===== config.mk =====
export PLATFORM = sky130hd
export DESIGN_NAME = range_checked_moving_average
export DESIGN_NICKNAME = d
export VERILOG_FILES = /design/src/hw/rtl/rcma_pkg.sv /design/src/hw/rtl/rcma_ram.sv /design/src/hw/rtl/rcma_div.sv /design/src/hw/rtl/range_checked_moving_average.sv
export VERILOG_INCLUDE_DIRS = /design/src /design/src/hw/rtl
export SDC_FILE = /design/constraint.sdc
export NUM_CORES = 1
export LEC_CHECK = 0
export ABC_AREA = 1
export BUFFER_PORTS_ARGS = -buffer_cell sky130_fd_sc_hd__buf_2
export CAP_MARGIN = 20
export CORE_UTILIZATION = 30
export DETAILED_ROUTE_END_ITERATION = 10
export SKIP_LAST_GASP = 1
export SYNTH_ARGS = -nofsm -noshare
export SYNTH_HDL_FRONTEND = slang
export SYNTH_SLANG_ARGS = --single-unit

===== constraint.sdc =====
create_clock -name clock -period 9.23 [get_ports clock]
set_input_delay 1.3845 -clock clock [delete_from_list [all_inputs] [get_ports clock]]
set_output_delay 1.3845 -clock clock [all_outputs]
set_load 0.005 [all_outputs]

===== src/hw/rtl/range_checked_moving_average_defines.svh =====
// ----------------------------------------------------------------------------
// range checked moving average: assertion macros
// concurrent check wrappers on clock, disabled while reset is high
// ----------------------------------------------------------------------------
`ifndef RANGE_CHECKED_MOVING_AVERAGE_DEFINES_SVH
`define RANGE_CHECKED_MOVING_AVERAGE_DEFINES_SVH

`ifndef SYNTH
`define RCMA_ASSERT(lbl, prop) \
   lbl: assert property (@(posedge clock) disable iff (reset) (prop)) \
      else $error("assertion failed");
`define RCMA_ASSERT_NEXT(lbl, ante, cons) \
   lbl: assert property (@(posedge clock) disable iff (reset) (ante) |=> (cons)) \
      else $error("assertion failed");
`else
`define RCMA_ASSERT(lbl, prop)
`define RCMA_ASSERT_NEXT(lbl, ante, cons)
`endif

`endif


===== src/hw/rtl/rcma_pkg.sv =====
// ----------------------------------------------------------------------------
// rcma_pkg
// shared widths, types and register codes of the range checked moving average
// ----------------------------------------------------------------------------
package rcma_pkg;

   localparam int DEPTH          = 16;
   localparam int SAMPLE_W       = 16;
   localparam int IDX_W          = (DEPTH > 1) ? $clog2(DEPTH) : 1;
   localparam int CNT_W          = $clog2(DEPTH + 1);
   localparam int SUM_W          = SAMPLE_W + $clog2(DEPTH);
   localparam int DIV_CNT_W      = $clog2(SUM_W + 1);
   localparam int STORED_COUNT_W = 5;
   localparam int REQ_TDATA_W    = 16;
   localparam int RSP_TDATA_W    = 40;
   localparam int CSR_ADDR_W     = 1;

   localparam logic [CSR_ADDR_W-1:0] CSR_LOWER_LIMIT = 1'b0;
   localparam logic [CSR_ADDR_W-1:0] CSR_UPPER_LIMIT = 1'b1;

   typedef logic signed [SAMPLE_W-1:0] sample_type;
   typedef logic signed [SUM_W-1:0]    sum_type;
   typedef logic        [CNT_W-1:0]    count_type;

   typedef struct packed {
      logic      start;
      sum_type   dividend;
      count_type divisor;
   } div_req_type;

   typedef struct packed {
      logic       done;
      sample_type quotient;
   } div_rsp_type;

endpackage


===== src/hw/rtl/rcma_ram.sv =====
// ----------------------------------------------------------------------------
// rcma_ram
// generic single write, single read ram with registered read data
// ----------------------------------------------------------------------------
module rcma_ram #(
   parameter int WIDTH = 16,
   parameter int DEPTH = 16
) (
   input  logic                                        clock,
   input  logic                                        we,
   input  logic [((DEPTH > 1) ? $clog2(DEPTH) : 1)-1:0] waddr,
   input  logic [WIDTH-1:0]                            wdata,
   input  logic [((DEPTH > 1) ? $clog2(DEPTH) : 1)-1:0] raddr,
   output logic [WIDTH-1:0]                            rdata
);

   logic [WIDTH-1:0] mem_ff [DEPTH];
   logic [WIDTH-1:0] rdata_ff;

   always_ff @(posedge clock) begin
      if (we) begin
         mem_ff[waddr] <= wdata;
      end
      rdata_ff <= mem_ff[raddr];
   end

   assign rdata = rdata_ff;

endmodule


===== src/hw/rtl/rcma_div.sv =====
// ----------------------------------------------------------------------------
// rcma_div
// restoring divider, one quotient bit per cycle, signed sum by fill count
// ----------------------------------------------------------------------------
module rcma_div
   import rcma_pkg::*;
(
   input  logic        clock,
   input  logic        reset,
   input  div_req_type div_req,
   output div_rsp_type div_rsp
);

   logic                 busy_ff, busy_in;
   logic                 done_ff, done_in;
   logic                 neg_ff, neg_in;
   logic [DIV_CNT_W-1:0] cnt_ff, cnt_in;
   logic [SUM_W-1:0]     quo_ff, quo_in;
   logic [CNT_W-1:0]     rem_ff, rem_in;
   count_type            dvs_ff, dvs_in;
   logic [CNT_W:0]       shifted;
   logic [CNT_W:0]       trial;
   logic                 ge;
   logic [SUM_W-1:0]     signed_quo;

   assign shifted = {rem_ff, quo_ff[SUM_W-1]};
   assign trial   = shifted - {1'b0, dvs_ff};
   assign ge      = (shifted >= {1'b0, dvs_ff});

   always_comb begin
      busy_in = busy_ff;
      done_in = 1'b0;
      neg_in  = neg_ff;
      cnt_in  = cnt_ff;
      quo_in  = quo_ff;
      rem_in  = rem_ff;
      dvs_in  = dvs_ff;
      if (div_req.start) begin
         busy_in = 1'b1;
         neg_in  = div_req.dividend[SUM_W-1];
         quo_in  = div_req.dividend[SUM_W-1] ? SUM_W'(-div_req.dividend)
                                             : SUM_W'(div_req.dividend);
         rem_in  = '0;
         dvs_in  = div_req.divisor;
         cnt_in  = DIV_CNT_W'(SUM_W);
      end else if (busy_ff) begin
         rem_in = ge ? trial[CNT_W-1:0] : shifted[CNT_W-1:0];
         quo_in = {quo_ff[SUM_W-2:0], ge};
         cnt_in = cnt_ff - 1'b1;
         if (cnt_ff == DIV_CNT_W'(1)) begin
            busy_in = 1'b0;
            done_in = 1'b1;
         end
      end
   end

   always_ff @(posedge clock) begin
      if (reset) begin
         busy_ff <= 1'b0;
         done_ff <= 1'b0;
      end else begin
         busy_ff <= busy_in;
         done_ff <= done_in;
      end
      neg_ff <= neg_in;
      cnt_ff <= cnt_in;
      quo_ff <= quo_in;
      rem_ff <= rem_in;
      dvs_ff <= dvs_in;
   end

   assign signed_quo       = neg_ff ? (~quo_ff + 1'b1) : quo_ff;
   assign div_rsp.done     = done_ff;
   assign div_rsp.quotient = signed_quo[SAMPLE_W-1:0];

endmodule


===== src/hw/rtl/range_checked_moving_average.sv =====
// ----------------------------------------------------------------------------
// range_checked_moving_average
// range check of samples, ring history and truncated mean of stored entries
// ----------------------------------------------------------------------------
// One sample is taken at a time. A sample is checked against the lower and
// upper limit in its accept cycle and, if in range, written to the history
// ram at once. The sum is then built by reading the history one entry a cycle
// through the single ram read port, and divided by the fill count in a
// restoring divider that yields one quotient bit per cycle. The ST_OUT state
// then loads the output register. With an empty history the division is
// skipped. The result sits in an output register, so the next sample can be
// taken while it waits; a following result that finds the register still
// full holds the block until it is taken.
module range_checked_moving_average
   import rcma_pkg::*;
(
   input  logic                   clock,
   input  logic                   reset,
   input  logic                   req_tvalid,
   output logic                   req_tready,
   input  logic [REQ_TDATA_W-1:0] req_tdata,   // [15:0] sample
   output logic                   rsp_tvalid,
   input  logic                   rsp_tready,
   // [0] status, [16:1] current_value, [32:17] average, [37:33] stored_count
   output logic [RSP_TDATA_W-1:0] rsp_tdata,
   input  logic                   csr_we,
   input  logic [CSR_ADDR_W-1:0]  csr_addr,
   input  logic [SAMPLE_W-1:0]    csr_wdata
);

`include "range_checked_moving_average_defines.svh"

   localparam logic [1:0] ST_IDLE = 2'd0;
   localparam logic [1:0] ST_READ = 2'd1;
   localparam logic [1:0] ST_DIV  = 2'd2;
   localparam logic [1:0] ST_OUT  = 2'd3;

   logic [1:0]             state_ff, state_in;
   sample_type             lower_ff, upper_ff;
   sample_type             latest_ff, latest_in;
   logic [IDX_W-1:0]       wr_idx_ff, wr_idx_in;
   count_type              fill_ff, fill_in;
   count_type              rd_idx_ff, rd_idx_in;
   logic                   rd_pend_ff, rd_pend_in;
   sum_type                acc_ff, acc_in;
   logic                   status_ff, status_in;
   sample_type             avg_ff, avg_in;
   logic                   rsp_tvalid_ff, rsp_tvalid_in;
   logic [RSP_TDATA_W-1:0] rsp_data_ff, rsp_data_in;
   sample_type             sample;
   logic                   reject;
   logic                   req_accept;
   logic                   ram_we;
   sample_type             ram_rdata;
   div_req_type            div_req;
   div_rsp_type            div_rsp;

   assign sample     = req_tdata[SAMPLE_W-1:0];
   assign reject     = (sample < lower_ff) || (sample > upper_ff);
   assign req_tready = (state_ff == ST_IDLE);
   assign req_accept = req_tvalid && req_tready;
   assign ram_we     = req_accept && !reject;

   rcma_ram #(
      .WIDTH(SAMPLE_W),
      .DEPTH(DEPTH)
   ) u_history (
      .clock(clock),
      .we   (ram_we),
      .waddr(wr_idx_ff),
      .wdata(sample),
      .raddr(rd_idx_ff[IDX_W-1:0]),
      .rdata(ram_rdata)
   );

   rcma_div u_div (
      .clock  (clock),
      .reset  (reset),
      .div_req(div_req),
      .div_rsp(div_rsp)
   );

   always_comb begin
      state_in         = state_ff;
      latest_in        = latest_ff;
      wr_idx_in        = wr_idx_ff;
      fill_in          = fill_ff;
      rd_idx_in        = rd_idx_ff;
      rd_pend_in       = rd_pend_ff;
      acc_in           = acc_ff;
      status_in        = status_ff;
      avg_in           = avg_ff;
      rsp_data_in      = rsp_data_ff;
      rsp_tvalid_in    = rsp_tvalid_ff && !rsp_tready;
      div_req.start    = 1'b0;
      div_req.dividend = acc_ff;
      div_req.divisor  = fill_ff;
      unique case (state_ff)
         ST_IDLE: begin
            if (req_accept) begin
               status_in  = reject;
               rd_idx_in  = '0;
               rd_pend_in = 1'b0;
               acc_in     = '0;
               state_in   = ST_READ;
               if (!reject) begin
                  latest_in = sample;
                  wr_idx_in = (wr_idx_ff == IDX_W'(DEPTH - 1)) ? '0 : wr_idx_ff + 1'b1;
                  if (fill_ff < CNT_W'(DEPTH)) begin
                     fill_in = fill_ff + 1'b1;
                  end
               end
            end
         end
         ST_READ: begin
            if (rd_pend_ff) begin
               acc_in = acc_ff + sum_type'(ram_rdata);
            end
            if (rd_idx_ff != fill_ff) begin
               rd_pend_in = 1'b1;
               rd_idx_in  = rd_idx_ff + 1'b1;
            end else begin
               rd_pend_in = 1'b0;
               if (!rd_pend_ff) begin
                  if (fill_ff == '0) begin
                     avg_in   = '0;
                     state_in = ST_OUT;
                  end else begin
                     div_req.start = 1'b1;
                     state_in      = ST_DIV;
                  end
               end
            end
         end
         ST_DIV: begin
            if (div_rsp.done) begin
               avg_in   = div_rsp.quotient;
               state_in = ST_OUT;
            end
         end
         ST_OUT: begin
            if (!rsp_tvalid_ff || rsp_tready) begin
               rsp_data_in   = {2'b00, STORED_COUNT_W'(fill_ff), avg_ff, latest_ff, status_ff};
               rsp_tvalid_in = 1'b1;
               state_in      = ST_IDLE;
            end
         end
         default: begin
            state_in = ST_IDLE;
         end
      endcase
   end

   always_ff @(posedge clock) begin
      if (reset) begin
         state_ff      <= ST_IDLE;
         lower_ff      <= sample_type'(-32768);
         upper_ff      <= sample_type'(32767);
         latest_ff     <= '0;
         wr_idx_ff     <= '0;
         fill_ff       <= '0;
         rd_pend_ff    <= 1'b0;
         rsp_tvalid_ff <= 1'b0;
      end else begin
         state_ff      <= state_in;
         latest_ff     <= latest_in;
         wr_idx_ff     <= wr_idx_in;
         fill_ff       <= fill_in;
         rd_pend_ff    <= rd_pend_in;
         rsp_tvalid_ff <= rsp_tvalid_in;
         if (csr_we) begin
            unique case (csr_addr)
               CSR_LOWER_LIMIT: lower_ff <= csr_wdata;
               CSR_UPPER_LIMIT: upper_ff <= csr_wdata;
               default:         lower_ff <= lower_ff;
            endcase
         end
      end
      rd_idx_ff   <= rd_idx_in;
      acc_ff      <= acc_in;
      status_ff   <= status_in;
      avg_ff      <= avg_in;
      rsp_data_ff <= rsp_data_in;
   end

   assign rsp_tvalid = rsp_tvalid_ff;
   assign rsp_tdata  = rsp_data_ff;

   // checks
   `RCMA_ASSERT(a_fill_bounded, fill_ff <= CNT_W'(DEPTH))
   `RCMA_ASSERT_NEXT(a_reject_holds_fill, req_accept && reject, $stable(fill_ff) && $stable(latest_ff))
   `RCMA_ASSERT_NEXT(a_accept_updates_latest, req_accept && !reject, latest_ff == $past(sample))
   `RCMA_ASSERT(a_div_done_in_div, !div_rsp.done || (state_ff == ST_DIV))

endmodule


==> results.json <==
{
  "crit_slowest_cell": "nor3_2",
  "drt_iter0_markers": 984,
  "syn-instance-count": 1771,
  "grt_max_degree": 197,
  "start_util_pct": 30.3,
  "min_period_ps": 4450,
  "coreArea_sq_um": 65700,
  "synth_area_per_cell_sq_um": 11.3,
  "syn_to_final_growth_pct": 13.8,
  "final.period_utilization_pct": 48.3,
  "min-delay-start": "avg_ff[12]",
  "fmax_mhz": 225,
  "place_ws_ps": 3940,
  "timing.final.hold_violations": 0,
  "tns_ps": 0,
  "worst_pin_slew_ps": 1040,
  "netlist_area_sq_um": 19900,
  "synthTopCellsByCount": "edfxtp_1 (362), nand2_1 (209), inv_1 (196)",
  "htreeDepth": 2,
  "routed_wl_mm": 46.9,
  "critPathLaunch": "req_tdata[9]",
  "synth_top_area_cell": "edfxtp_1",
  "total_leakage_power_nw": 8.55,
  "final_nets": 1953,
  "synthArstFlopShare_pct": 0,
  "synth_edf_count": 362,
  "port_buffers": 77,
  "drc": 0,
  "crit_chain": "buf_2, ha_1, nand2_1, inv_1, o21bai_1, a21oi_1, nor2_1, nand3_1, nand2_1, nand3_2, nor3_2, buf_6",
  "post-cts-setup-buffers": 0,
  "dp_hpwl_mm": 30.5,
  "fin_ws_ps": 4780,
  "drive_above_1_share_pct": 10.4,
  "cpLargestDelayFamily": "simple AND/OR/NAND/NOR gates",
  "cts_sinks": 451,
  "finalMaxSlewViolations": 0,
  "dieWidth_um": 260,
  "clkLatencyLatePin_ps": 580,
  "drt_pass1_iterations": 5,
  "synth.area.top_cells": "edfxtp_1 (55%), dfxtp_1 (8.9%), a21oi_1 (4.5%)",
  "powerDensity_nw_per_um2": 276,
  "clockBufferDepth": 3,
  "num_vias": 13200,
  "clock_skew_ps": 32.6,
  "critPathLaunchType": "input port",
  "num_rows": 94,
  "drv_cap": 0,
  "path_clk_slew_ps": 60,
  "setup-violations-final": 0,
  "yosysWarnings": 0,
  "yosysMostFrequentCell": "edfxtp_1",
  "cts_resized": 0,
  "cts_hold_buffers": 0,
  "vdd_drop_max_v": 0.000271,
  "grt_pass1_wl_mm": 71.6,
  "hold_path.class": "register to register",
  "critPathMaxFanout": 40,
  "rsz0062_at_grt": "false",
  "die_area_sq_um": 67500,
  "crit_top_cell": "nand2_1",
  "die_y_um": 260,
  "crit_buf_inv": 3,
  "crit_type": "input port to register",
  "tritoncts": "done",
  "gr-total-overflow": 0,
  "gp_congestion": 0.828,
  "synth.yosys.seq_area_share_pct": 63.5,
  "cts_inserted_buffers": 44,
  "pin_count": 80,
  "crit_path_max_incr_delay_ps": 860,
  "ant_nets": 0,
  "synth_cell_types": 46,
  "synth_top_area_share_pct": 54.5,
  "critical_path.endpoint_type": "register",
  "slew_headroom_pct": 30.4,
  "avgRoutedWirePerCell_um": 17.1,
  "via_per_inst": 4.83,
  "synth_flop_cell": "edfxtp_1",
  "status": "finished clean",
  "n_antenna_cell": 0,
  "grt_pass1_vias": 12800,
  "synth_seq_cells": 451,
  "clockRootBuffer": "clkbuf_16",
  "worstReg2RegStart": "lower_ff[9]",
  "crit_arrival_ps": 4720,
  "antenna_found_initial": 3,
  "required_ps": 9500,
  "grtUsageTotal_pct": 13.6
}
stage by stage:
| step | util, % | power, mW | instances | hold WS [ps] | instance area [sq um] |
|---|---|---|---|---|---|
| 3_3_place_gp | 32.4 | 4.56 | 2656 | 404 | 21300 |
| 3_5_place_dp | 32.5 | 4.60 | 2659 | 406 | 21300 |
| 2_1_floorplan | - | 4.01 | 1772 | 400 | 19900 |
| 6_report | 34.5 | 6.26 | 2742 | 419 | 22700 |
| 5_1_grt | 34.5 | 6.65 | 2742 | 421 | 22700 |
| 4_1_cts | 34.5 | 6.30 | 2740 | 420 | 22700 |
sequential cells by signal, summed over array words and instances (netlist names), 16 cells and up:
| register | flops |
|---|---|
| u_div.quo_ff | 20 |
| latest_ff | 16 |
| rsp_tdata | 38 |
| u_history.mem_ff | 256 |
| lower_ff | 16 |
| avg_ff | 16 |
| u_history.rdata | 16 |
| upper_ff | 16 |
| acc_ff | 20 |
cell usage in the layout, fill, tap and decap left out, types with 64 or more instances in the layout:
| master | netlist | final |
|---|---|---|
| buf_2 | 24 | 77 |
| o21ai_0 | 172 | 172 |
| dfxtp_1 | 89 | 89 |
| ha_1 | 70 | 70 |
| o211ai_1 | 83 | 83 |
| inv_1 | 196 | 196 |
| edfxtp_1 | 362 | 362 |
| nor2_1 | 82 | 82 |
| a21oi_1 | 178 | 177 |
| mux2i_1 | 64 | 64 |
| nand2_1 | 209 | 209 |
path summary, 6_finish.rpt:
path | slack [ps] | to | cells after the start
max | 4780 | u_history.mem_ff[14][8] | 12
min | 420 | rsp_tdata[29] | 0
max reg2reg | 5610 | u_history.mem_ff[14][8] | 12
min reg2reg | 420 | rsp_tdata[29] | 0
cell type report:
class / instances / area [sq um]
well taps: 864 / 1080
flip-flops and latches: 451 / 12700
repair buffers: 104 / 619
clock inverters: 17 / 113
multi-input cells: 1042 / 6260
inverters: 200 / 751
fillers: 6463 / 43100
clock buffers: 64 / 1220
cell families (layout without fill, tap and decap cells):
logic type	after synthesis	count (layout)	share of synthesized area, %
xor gates and xnor gates	27	27	1.19
buffers and inverters	279	385	5.59
and+or+nand+nor	414	414	8.88
adders and majority gates	72	72	4.60
muxes	64	64	3.21
other	1	2	0.0188
AOI/OAI and AO/OA	463	463	13.0
DFF	451	451	63.5
power by group:
part	leakage (nW)	switching (mW)	internal, mW
clock	0.644	0.766	0.921
sequential	4.02	0.147	2.45
combinational	3.88	1.33	0.639
layer usage:
layer / up-vias / part of all wire, % / track usage [%]
met2: 307 / 49 / 22.9
met3: 80 / 4.9 / 2.67
met5: - / 0 / 0
li1: 6454 / - / -
met4: 0 / 2.2 / 3.95
met1: 6401 / 44 / 17.7
No activity file was read; power rests on OpenSTA's default activity.
